[src/hw/rtl/timer_table_scan_expire_core_assert.svh]
// Assertion macros for the timer table core.
// Uses the clk and rst_n names of the including module.
`ifndef TIMER_TABLE_SCAN_EXPIRE_CORE_ASSERT_SVH
`define TIMER_TABLE_SCAN_EXPIRE_CORE_ASSERT_SVH

// Same-cycle implication, disabled while in reset.
`define TTSE_ASSERT_NOW(label, ante, cons, msg) \
  label: assert property (@(posedge clk) disable iff (!rst_n) (ante) |-> (cons)) \
    else $error(msg);

// Next-cycle implication, disabled while in reset.
`define TTSE_ASSERT_NEXT(label, ante, cons, msg) \
  label: assert property (@(posedge clk) disable iff (!rst_n) (ante) |=> (cons)) \
    else $error(msg);

`endif

[src/hw/rtl/ttse_pkg.sv]
// Shared types and constants for the timer table core.
// No dependencies.
package ttse_pkg;

  localparam int NUM_TIMERS = 32;
  localparam int IDX_W      = $clog2(NUM_TIMERS);      // memory address width
  localparam int CNT_W      = $clog2(NUM_TIMERS + 1);  // high-water / scan counter
  localparam int IDXF_W     = 6;                       // index field width
  localparam int CMP_W      = IDXF_W + 1;
  localparam int TICK_W     = 64;
  localparam int ACT_W      = 3;
  localparam int ST_W       = 3;

  localparam logic [TICK_W-1:0] TICK_INVALID = '1;

  typedef enum logic [ACT_W-1:0] {
    ACT_ALLOC  = 3'd0,
    ACT_FREE   = 3'd1,
    ACT_SET    = 3'd2,
    ACT_RESET  = 3'd3,
    ACT_CANCEL = 3'd4,
    ACT_TICK   = 3'd5,
    ACT_EXPIRE = 3'd6,
    ACT_READ   = 3'd7
  } action_t;

  typedef enum logic [ST_W-1:0] {
    ST_OK          = 3'd0,
    ST_NONE_FREE   = 3'd1,
    ST_BAD_INDEX   = 3'd2,
    ST_ACTIVE      = 3'd3,
    ST_BAD_TICK    = 3'd4,
    ST_WRONG_STATE = 3'd5,
    ST_IGNORED     = 3'd6,
    ST_EXPIRED     = 3'd7
  } status_t;

  typedef enum logic [1:0] {
    TTS_IDLE,
    TTS_EXEC,
    TTS_SCAN,
    TTS_SUM
  } state_t;

  // Free-list link: tail flag and next entry.
  typedef struct packed {
    logic              tail;
    logic [IDXF_W-1:0] next;
  } link_t;

endpackage

[src/hw/rtl/timer_table_scan_expire_core.sv]
// Timer table core: one-shot timers, LIFO free list, expiry scan.
// Depends on ttse_pkg and timer_table_scan_expire_core_assert.svh.
//
// A request is taken only while the core is idle. Alloc, free, set, reset,
// cancel, tick, read and an expire that is not yet due first read the expiry
// and link memories, then check, write back and load the output register,
// waiting while that register is still held by a stall. A due expire walks
// the entries below the high-water mark through the expiry memory's single
// read port, one entry per cycle while no due result waits on an output
// stall, overlapping the read of one entry with the check and write-back of
// the one before. Each expired timer is reported in index order, followed
// by one summary result carrying the new earliest due tick.
module timer_table_scan_expire_core (
  input  logic                          clk,
  input  logic                          rst_n,
  input  logic                          in_valid,
  output logic                          in_stall,
  input  logic [ttse_pkg::ACT_W-1:0]    in_action,
  input  logic [ttse_pkg::IDXF_W-1:0]   in_timer_index,
  input  logic [ttse_pkg::TICK_W-1:0]   in_tick_value,
  output logic                          out_valid,
  input  logic                          out_stall,
  output logic [ttse_pkg::ST_W-1:0]     out_status,
  output logic [ttse_pkg::IDXF_W-1:0]   out_result_index,
  output logic [ttse_pkg::TICK_W-1:0]   out_result_tick,
  output logic                          out_last
);
  import ttse_pkg::*;

  // Control state
  state_t              state_r, state_nxt;
  logic                free_empty_r, free_empty_nxt;
  logic [IDXF_W-1:0]   free_head_r, free_head_nxt;
  logic [CNT_W-1:0]    high_water_r, high_water_nxt;
  logic [TICK_W-1:0]   now_tick_r, now_tick_nxt;
  logic [TICK_W-1:0]   earliest_r, earliest_nxt;
  logic [CNT_W-1:0]    scan_idx_r, scan_idx_nxt;
  logic                chk_vld_r, chk_vld_nxt;
  logic                out_valid_r, out_valid_nxt;

  // Request and scan payload
  action_t             act_r;
  logic [IDXF_W-1:0]   idx_r;
  logic [TICK_W-1:0]   tick_r;
  logic [IDX_W-1:0]    chk_idx_r, chk_idx_nxt;
  logic [TICK_W-1:0]   scan_min_r, scan_min_nxt;
  status_t             out_status_r, out_status_nxt;
  logic [IDXF_W-1:0]   out_index_r, out_index_nxt;
  logic [TICK_W-1:0]   out_tick_r, out_tick_nxt;
  logic                out_last_r, out_last_nxt;

  // Memories and their valid bits (an entry never written reads as reset value)
  logic [TICK_W-1:0]   exp_mem [NUM_TIMERS];
  link_t               link_mem [NUM_TIMERS];
  logic [NUM_TIMERS-1:0] exp_vld_r, link_vld_r;

  logic                exp_re, exp_we;
  logic [IDX_W-1:0]    exp_raddr, exp_waddr;
  logic [TICK_W-1:0]   exp_wdata;
  logic [TICK_W-1:0]   exp_rdata_r;
  logic                exp_rvld_r;
  logic [TICK_W-1:0]   exp_rd;

  logic                link_re, link_we;
  logic [IDX_W-1:0]    link_raddr, link_waddr, link_raddr_r;
  link_t               link_wdata, link_rdata_r, link_rd, link_dflt;
  logic                link_rvld_r;

  // Shared decode
  logic                accept, out_free, emit;
  logic                head_oor;
  logic [IDX_W-1:0]    alloc_h;
  logic [CNT_W-1:0]    alloc_hw;
  logic                idx_ok, inactive, tick_bad;
  logic                chk_due, scan_more, scan_hold;

  assign accept   = in_valid && (state_r == TTS_IDLE);
  assign in_stall = (state_r != TTS_IDLE);
  assign out_free = !out_valid_r || !out_stall;

  assign head_oor = (CMP_W'(free_head_r) >= CMP_W'(NUM_TIMERS));
  assign alloc_h  = head_oor ? '0 : free_head_r[IDX_W-1:0];
  assign alloc_hw = CNT_W'(alloc_h) + CNT_W'(1);

  assign idx_ok   = (CMP_W'(idx_r) < CMP_W'(high_water_r));
  assign exp_rd   = exp_rvld_r ? exp_rdata_r : '0;
  assign inactive = (exp_rd == TICK_INVALID);
  assign tick_bad = (tick_r == TICK_INVALID);

  assign link_dflt.tail = (CMP_W'(link_raddr_r) == CMP_W'(NUM_TIMERS - 1));
  assign link_dflt.next = IDXF_W'(CMP_W'(link_raddr_r) + CMP_W'(1));
  assign link_rd        = link_rvld_r ? link_rdata_r : link_dflt;

  assign chk_due   = (exp_rd <= now_tick_r);
  assign scan_more = (scan_idx_r < high_water_r);
  assign scan_hold = chk_vld_r && chk_due && !out_free;

  // Next state
  always_comb begin
    state_nxt = state_r;
    unique case (state_r)
      TTS_IDLE: begin
        if (accept) state_nxt = TTS_EXEC;
      end
      TTS_EXEC: begin
        if (out_free) begin
          if (act_r == ACT_EXPIRE && earliest_r <= now_tick_r) state_nxt = TTS_SCAN;
          else state_nxt = TTS_IDLE;
        end
      end
      TTS_SCAN: begin
        if (!scan_hold && !scan_more) state_nxt = TTS_SUM;
      end
      TTS_SUM: begin
        if (out_free) state_nxt = TTS_IDLE;
      end
      default: state_nxt = TTS_IDLE;
    endcase
  end

  // Datapath and outputs
  always_comb begin
    free_empty_nxt = free_empty_r;
    free_head_nxt  = free_head_r;
    high_water_nxt = high_water_r;
    now_tick_nxt   = now_tick_r;
    earliest_nxt   = earliest_r;
    scan_idx_nxt   = scan_idx_r;
    chk_vld_nxt    = chk_vld_r;
    chk_idx_nxt    = chk_idx_r;
    scan_min_nxt   = scan_min_r;
    emit           = 1'b0;
    out_status_nxt = ST_OK;
    out_index_nxt  = '0;
    out_tick_nxt   = '0;
    out_last_nxt   = 1'b1;
    exp_re         = 1'b0;
    exp_raddr      = in_timer_index[IDX_W-1:0];
    exp_we         = 1'b0;
    exp_waddr      = idx_r[IDX_W-1:0];
    exp_wdata      = TICK_INVALID;
    link_re        = 1'b0;
    link_raddr     = alloc_h;
    link_we        = 1'b0;
    link_waddr     = idx_r[IDX_W-1:0];
    link_wdata     = '{tail: free_empty_r, next: free_head_r};

    unique case (state_r)
      TTS_IDLE: begin
        if (accept) begin
          exp_re  = 1'b1;
          link_re = 1'b1;
        end
      end

      TTS_EXEC: begin
        if (out_free) begin
          emit = 1'b1;
          unique case (act_r)
            ACT_ALLOC: begin
              if (free_empty_r) begin
                out_status_nxt = ST_NONE_FREE;
              end else begin
                free_empty_nxt = link_rd.tail;
                free_head_nxt  = link_rd.next;
                exp_we         = 1'b1;
                exp_waddr      = alloc_h;
                if (alloc_hw > high_water_r) high_water_nxt = alloc_hw;
                out_index_nxt  = IDXF_W'(alloc_h);
              end
            end
            ACT_FREE: begin
              priority if (!idx_ok) out_status_nxt = ST_BAD_INDEX;
              else if (!inactive) out_status_nxt = ST_ACTIVE;
              else begin
                link_we        = 1'b1;
                free_head_nxt  = idx_r;
                free_empty_nxt = 1'b0;
              end
            end
            ACT_SET, ACT_RESET: begin
              priority if (tick_bad) out_status_nxt = ST_BAD_TICK;
              else if (!idx_ok) out_status_nxt = ST_BAD_INDEX;
              else if ((act_r == ACT_RESET) == inactive) out_status_nxt = ST_WRONG_STATE;
              else begin
                exp_we    = 1'b1;
                exp_wdata = tick_r;
                if (tick_r < earliest_r) earliest_nxt = tick_r;
              end
            end
            ACT_CANCEL: begin
              priority if (!idx_ok) out_status_nxt = ST_BAD_INDEX;
              else if (inactive) out_status_nxt = ST_WRONG_STATE;
              else exp_we = 1'b1;
            end
            ACT_TICK: begin
              priority if (tick_bad) out_status_nxt = ST_BAD_TICK;
              else if (tick_r <= now_tick_r) out_status_nxt = ST_IGNORED;
              else now_tick_nxt = tick_r;
            end
            ACT_EXPIRE: begin
              if (earliest_r > now_tick_r) begin
                out_status_nxt = ST_IGNORED;
                out_tick_nxt   = earliest_r;
              end else begin
                // start the walk; nothing to report yet
                emit         = 1'b0;
                scan_idx_nxt = '0;
                chk_vld_nxt  = 1'b0;
                scan_min_nxt = TICK_INVALID;
              end
            end
            ACT_READ: begin
              out_tick_nxt = now_tick_r;
            end
            default: ;
          endcase
        end
      end

      TTS_SCAN: begin
        if (!scan_hold) begin
          if (chk_vld_r) begin
            if (chk_due) begin
              // disarm and report the due timer
              emit           = 1'b1;
              out_status_nxt = ST_EXPIRED;
              out_index_nxt  = IDXF_W'(chk_idx_r);
              out_tick_nxt   = exp_rd;
              out_last_nxt   = 1'b0;
              exp_we         = 1'b1;
              exp_waddr      = chk_idx_r;
            end else if (exp_rd < scan_min_r) begin
              scan_min_nxt = exp_rd;
            end
          end
          if (scan_more) begin
            exp_re       = 1'b1;
            exp_raddr    = scan_idx_r[IDX_W-1:0];
            chk_idx_nxt  = scan_idx_r[IDX_W-1:0];
            chk_vld_nxt  = 1'b1;
            scan_idx_nxt = scan_idx_r + CNT_W'(1);
          end else begin
            chk_vld_nxt = 1'b0;
          end
        end
      end

      TTS_SUM: begin
        if (out_free) begin
          emit         = 1'b1;
          out_tick_nxt = scan_min_r;
          earliest_nxt = scan_min_r;
        end
      end

      default: ;
    endcase

    out_valid_nxt = emit || (out_valid_r && out_stall);
  end

  // Control registers
  always_ff @(posedge clk) begin
    if (!rst_n) begin
      state_r      <= TTS_IDLE;
      free_empty_r <= 1'b0;
      free_head_r  <= '0;
      high_water_r <= '0;
      now_tick_r   <= '0;
      earliest_r   <= TICK_INVALID;
      scan_idx_r   <= '0;
      chk_vld_r    <= 1'b0;
      out_valid_r  <= 1'b0;
      exp_vld_r    <= '0;
      link_vld_r   <= '0;
    end else begin
      state_r      <= state_nxt;
      free_empty_r <= free_empty_nxt;
      free_head_r  <= free_head_nxt;
      high_water_r <= high_water_nxt;
      now_tick_r   <= now_tick_nxt;
      earliest_r   <= earliest_nxt;
      scan_idx_r   <= scan_idx_nxt;
      chk_vld_r    <= chk_vld_nxt;
      out_valid_r  <= out_valid_nxt;
      if (exp_we) exp_vld_r[exp_waddr] <= 1'b1;
      if (link_we) link_vld_r[link_waddr] <= 1'b1;
    end
  end

  // Payload registers
  always_ff @(posedge clk) begin
    if (accept) begin
      act_r  <= action_t'(in_action);
      idx_r  <= in_timer_index;
      tick_r <= in_tick_value;
    end
    chk_idx_r  <= chk_idx_nxt;
    scan_min_r <= scan_min_nxt;
    if (emit) begin
      out_status_r <= out_status_nxt;
      out_index_r  <= out_index_nxt;
      out_tick_r   <= out_tick_nxt;
      out_last_r   <= out_last_nxt;
    end
  end

  // Expiry memory: one write, one registered read
  always_ff @(posedge clk) begin
    if (exp_we) exp_mem[exp_waddr] <= exp_wdata;
    if (exp_re) begin
      exp_rdata_r <= exp_mem[exp_raddr];
      exp_rvld_r  <= exp_vld_r[exp_raddr];
    end
  end

  // Free-list link memory
  always_ff @(posedge clk) begin
    if (link_we) link_mem[link_waddr] <= link_wdata;
    if (link_re) begin
      link_rdata_r <= link_mem[link_raddr];
      link_rvld_r  <= link_vld_r[link_raddr];
      link_raddr_r <= link_raddr;
    end
  end

  assign out_valid        = out_valid_r;
  assign out_status       = out_status_r;
  assign out_result_index = out_index_r;
  assign out_result_tick  = out_tick_r;
  assign out_last         = out_last_r;

`include "timer_table_scan_expire_core_assert.svh"

  `TTSE_ASSERT_NEXT(a_accept_to_exec, accept, state_r == TTS_EXEC, "request not executed")
  `TTSE_ASSERT_NOW(a_hw_bound, 1'b1, CMP_W'(high_water_r) <= CMP_W'(NUM_TIMERS),
                   "high-water mark out of range")
  `TTSE_ASSERT_NOW(a_expired_not_last, out_valid_r && out_status_r == ST_EXPIRED,
                   !out_last_r, "expired result marked last")
  `TTSE_ASSERT_NOW(a_head_in_range, !free_empty_r && state_r != TTS_IDLE, !head_oor,
                   "free head out of range with list not empty")

endmodule
[config.mk]
export PLATFORM = sky130hd
export DESIGN_NAME = timer_table_scan_expire_core
export DESIGN_NICKNAME = d
export VERILOG_FILES = /design/src/hw/rtl/ttse_pkg.sv /design/src/hw/rtl/timer_table_scan_expire_core.sv
export VERILOG_INCLUDE_DIRS = /design/src /design/src/hw/rtl
export SDC_FILE = /design/constraint.sdc
export NUM_CORES = 2
export LEC_CHECK = 0
export BUFFER_PORTS_ARGS = -buffer_cell sky130_fd_sc_hd__buf_2
export CAP_MARGIN = 10
export CORE_AREA = 2 2 487 489
export CTS_CLUSTER_DIAMETER = 40
export DETAILED_ROUTE_END_ITERATION = 12
export DIE_AREA = 0 0 489 491
export GPL_TIMING_DRIVEN = 0
export HOLD_SLACK_MARGIN = 0.15
export MAX_ROUTING_LAYER = met4
export PLACE_DENSITY = 0.65
export SLEW_MARGIN = 20
export SYNTH_ARGS = -nofsm -noshare
export SYNTH_HDL_FRONTEND = slang
export SYNTH_SLANG_ARGS = --single-unit
[constraint.sdc]
create_clock -name clk -period 13.5 [get_ports clk]
set_input_delay 0.675 -clock clk [delete_from_list [all_inputs] [get_ports clk]]
set_output_delay 0.675 -clock clk [all_outputs]
set_load 0.005 [all_outputs]
After elaboration in Yosys (flattened, before gate mapping). Memory sizes are Yosys's and may differ from the RTL's. A register that Yosys moved wholly into a read port is not among the register bits. Index checks and enable logic that the tools add are counted.

$add $sub $neg: 3. Order comparisons: 16. Equality and inequality tests: 33. Multiplexer cells: 132. Bitwise logic cells: 8. Reductions and logical operators: 33.

Operator list (count): $mux W64 (27); $pmux W64 S2 (3); $le A64 B64 Y1 (3); $pmux W64 S3 (1); $eq A64 B64 Y1 const B (2); $lt A64 B64 Y1 (2); $mux W5 (16); $gt A64 B64 Y1 (1); $or A32 B32 Y32 (2); $mux W6 (8); $mux W1 (40); $mux W3 (12); $ne A2 B2 Y1 const B (18); $lt A5 B6 Y1 const B (4); $pmux W6 S2 (2); $pmux W5 S2 (2); $reduce_and A5 Y1 (4); $pmux W3 S6 (1); $reduce_and A8 Y1 (2); $mux W2 (7); $add A5 B1 Y6 const B (2); $eq A3 B3 Y1 const B (4); $lt A6 B6 Y1 (2); $reduce_and A6 Y1 (2); other kinds (29) (58).

Bits in registers: 438. Bits in writable memories: 2272. Word-level logic and storage cells: 250. Memories kept: 2.

Memory list: exp_mem (depth 32, bits a word 64, rd ports 1, clocked after memory_dff 1, wr ports 1, RTL line timer_table_scan_expire_core.sv:53) `logic [TICK_W-1:0] exp_mem [NUM_TIMERS];`; link_mem (depth 32, bits a word 7, rd ports 1, clocked after memory_dff 1, wr ports 1, RTL line timer_table_scan_expire_core.sv:54) `link_t link_mem [NUM_TIMERS];`.

Logic depth before layout (Yosys ltp).
Depth in word-level cells: 11. Depth in mapped cells: 21. Depth with buffers taken out: 13.

Worst setup path after synthesis. Ideal clock, no wire load.

Path type: register to register. Start point: reg exp_rvld_r. End point: mem exp_mem[18][0], enable pin. Arrival time: 8.461 ns. Slack: 4.475 ns. Cell stages (with the launch flop): 19. Period minus slack after synthesis: 9.025 ns. Cell sequence: edfxtp_1 > clkbuf_1 > clkbuf_1 > clkbuf_1 > clkbuf_1 > and2_1 > ha_1 > nand4_1 > or4_1 > nor4bb_1 > a222oi_1 > nand4_1 > a21oi_1 > and2_1 > clkbuf_1 > a222oi_1 > nand2b_1 > clkbuf_1 > nor3_1.

Word-level cells in the longest chain between the ends: 11.

Ends and longest elaborated chain: start, declared (RTL line timer_table_scan_expire_core.sv:61) `logic exp_rvld_r;`; start signal, assigned (RTL line timer_table_scan_expire_core.sv:314) `exp_rvld_r <= exp_vld_r[exp_raddr];`; $mux W64 (*) (RTL line timer_table_scan_expire_core.sv:86) `assign exp_rd = exp_rvld_r ? exp_rdata_r : '0;`; named net exp_rd[55] (RTL line timer_table_scan_expire_core.sv:62) `logic [TICK_W-1:0] exp_rd;`; branches (longest 10 deep; another with $le A64 B64 Y1); end, declared (RTL line timer_table_scan_expire_core.sv:53).

Mark *: on every way through the listed nets, which the timed path passes.

Final worst setup path.
Start point: reg exp_rvld_r. End point: mem exp_mem[2][37], enable pin.

Same word-level chain as after synthesis.

==> out/summary.txt <==
status: finished, final reports clean
Worst Skew: 0.0912 ns
Max Slew Vio Count: 0
initial core utilization: 49.8%
Sw Share: 22.7%
EDFF count, synth: 2,565
DR pass1 iterations: 7
largest area contributor in the netlist: edfxtp_1
clock sink total: 2,780
DRT Wirelength: 384 mm
Slew @ Worst Pin: 1.26 ns
Yosys reg bits: 2,780
share of power burned in combinational logic: 4.2%
Worst Setup Slack, final: 3.39 ns
CTS tree: done
Slew headroom: 15.4%
total track usage: 32.6%
Crit. End Element: register
GPL Wtd Cong: 0.989
Boundary Pins: 153
Die Span X: 489 um
slowest stage delay, CP: 0.95 ns
clock share of power: 50.7%
via count: 74,715
critical path peak fanout: 10
Post-synth top flop: edfxtp_1
clock period minus final worst setup slack: 10.11 ns
NetSw: 0.00476 W
slowest library cell on the worst path: a222oi_1
vias in the first global route: 72,502
Netlist cell types: 80
Gate Count Post-Synth: 7,648
Buf/Inv on CP: 12
sum of negative setup slack: 0 ns
clk_lat worst skew: 1.00 ns
initial DRC count: 10,181
delay-heaviest family, CP: buffers and inverters
P_leak: 53.5 nW
grt ovf: 0
Post-Place Setup Slack: 3.64 ns
worst min path class: primary input to register
crit path cell chain: clkbuf_1, clkbuf_1, clkbuf_1, clkbuf_1, and2_1, ha_1, nand4_1, or4_1, nor4_2, o311ai_0, nand4_1, a21oi_1, and2_1, clkbuf_1, a222oi_1, nand2_1, clkbuf_1, nor3_2, buf_4, buf_4, buf_4, buf_4, buf_4, buf_4
Routed Antenna Nets: 0
max cap viols: 0
largest net degree at the start of global routing: 54
Max Clk Rate: 98.9 MHz
Commonest cells post-synth: 2,565 x edfxtp_1, 645 x nand2_1, 597 x mux2i_1
Async SR Flop Fraction: 0%
share of layout cells above drive strength 1: 17.8%
die area: 240,000 sq um
startpoint types: register
ranking of synthesized cells by area: edfxtp_1 66%, mux2i_1 5.1%, mux4_2 4.9%, dfxtp_1 3.7%, ha_1 3.6%
row cnt: 178
Vias/cell: 6.23
synthesized area: 117,000 sq um
Inserted Clock Buffers: 412
initial antenna violation count: 28
sequential share of power: 45.1%
maximum vdd ir drop: 0.000151 V
Clk pin slew, worst setup/hold paths: 0.05 ns
Final setup viols: 0
Max H-tree Level: 5
internal power: 0.0163 W
root buffer cell: clkbuf_16
P per Cell Area: 150 nW/um^2
average routed wire per standard cell: 32.0 um
dpl hpwl: 277 mm
deepest clock path buffer count: 4
area grow syn2layout: 19.8%
Syn Area/Cell: 15.3 sq um
Synth top area share: 65.9%
Ys Warns: 0
crit share post-route: 74.9%
RSZ-0062 raised after global routing: false
die height: 491 um
core area: 235,000 sq um
Net Count, Synth: 8,063
Crit Path Class: register to register
Hold Vio Cnt, Final: 0
WP data arrival: 10.75 ns
Port Buffers: 150
Worst Path Required: 14.14 ns
first-pass GRT wire length: 537 mm
# DRC: 0
post-synthesis sequential area ratio: 69.6%
count leader, synth: edfxtp_1
nets: 8,914
## power by group through the flow
stage          clock network (W)  logic, W  registers (W)
2_1_floorplan                  0  0.000474        0.00959
3_3_place_gp                   0  0.000812        0.00966
4_1_cts                   0.0107  0.000871        0.00948
5_1_grt                   0.0111  0.000931        0.00948
3_5_place_dp                   0  0.000850        0.00965
6_report                  0.0107  0.000887        0.00948
## repair_timing
action	4_1_cts	5_1_grt
hold endpoints to repair	73	0
gates resized for setup	0	0
hold buffers	73	0
endpoints found under the setup margin	0	0
setup buffers	0	0
## flip-flops by register name (all words and copies together) (netlist names), 7 cells and up, named ones only
| name | flops |
|---|---|
| link_mem | 224 |
| link_rdata_r | 7 |
| exp_rdata_r | 64 |
| scan_min_r | 64 |
| now_tick_r | 64 |
| exp_mem | 2048 |
| tick_r | 64 |
| link_vld_r | 32 |
| exp_vld_r | 32 |
| out_result_tick | 64 |
| earliest_r | 64 |
## tightest hold or removal path, stage by stage
cell      delay (ns)
buf_2           0.14
o2111a_1        0.26
a211oi_1        0.09
## layer usage
| layer | global-route usage [%] | up-vias | part of all wire [%] |
|---|---|---|---|
| met5 | - | - | 0 |
| met4 | 15.7 | 0 | 5.6 |
| met3 | 6.36 | 917 | 9.9 |
| met2 | 48.7 | 4214 | 46 |
| met1 | 42.9 | 37839 | 39 |
| li1 | - | 31745 | - |
## kinds of logic (layout without fill, tap and decap cells)
| logic type | count (synthesis) | in the layout | share of synthesized area (%) |
|---|---|---|---|
| buf+inv | 655 | 1839 | 2.29 |
| simple gates | 1652 | 1652 | 6.58 |
| flops | 2780 | 2780 | 69.6 |
| xor+xnor | 7 | 7 | 0.0525 |
| mux | 863 | 863 | 10.1 |
| compound gates | 1350 | 1350 | 7.71 |
| other cells | 1 | 15 | 0.00321 |
| fa+ha+maj | 340 | 340 | 3.64 |
## layout by cell type (no fill, tap or decap), types with 68 or more instances in the layout
cell,instances
nand2b_1,95
inv_1,216
nor3_1,88
and2_1,68
o22ai_1,155
nand4_1,107
dlygate4sd3_1,73
dfxtp_1,208
mux2i_1,596
o21ai_0,173
edfxtp_1,2565
mux4_2,256
o211ai_1,121
buf_4,95
a22oi_1,152
nand2_1,643
ha_1,338
nand3_1,199
clkbuf_16,416
buf_2,239
a21o_1,106
clkbuf_1,288
a31oi_1,119
a21oi_1,226
nor2_1,256
## stage by stage
stage	instance area [sq um]	util [%]	hold slack, ns	total power (W)	instances
2_1_floorplan	117000	-	0.424	0.0101	7648
3_3_place_gp	122000	51.8	0.439	0.0105	10948
3_5_place_dp	125000	53.4	0.443	0.0105	11162
4_1_cts	140000	59.6	0.232	0.0211	11982
5_1_grt	140000	59.7	0.278	0.0215	11990
6_report	140000	59.7	0.285	0.0210	11996
## final timing paths
check	startpoint	endpoint	slack [ns]	cells past startpoint
max	exp_rvld_r$_DFFE_PP_	exp_mem[2][37]$_DFFE_PP_	3.39	24
min	in_valid	state_r[0]$_SDFFE_PN0P_	0.28	3
max reg2reg	exp_rvld_r$_DFFE_PP_	exp_mem[2][37]$_DFFE_PP_	3.39	24
min reg2reg	exp_vld_r[0]$_SDFFE_PN0P_	exp_vld_r[0]$_SDFFE_PN0P_	0.45	2
## area by class of cell
cell class	count	area [sq um]
repair buffers	437	4830
clock buffers	438	10500
inverters	218	818
well taps	3150	3940
diodes	14	35.0
clock inverters	309	3280
plain buffers	437	1870
multi-input cells	4213	33400
flip-flops and latches	2780	81300
fillers	17400	94500
(Power assumes the default switching activity.)
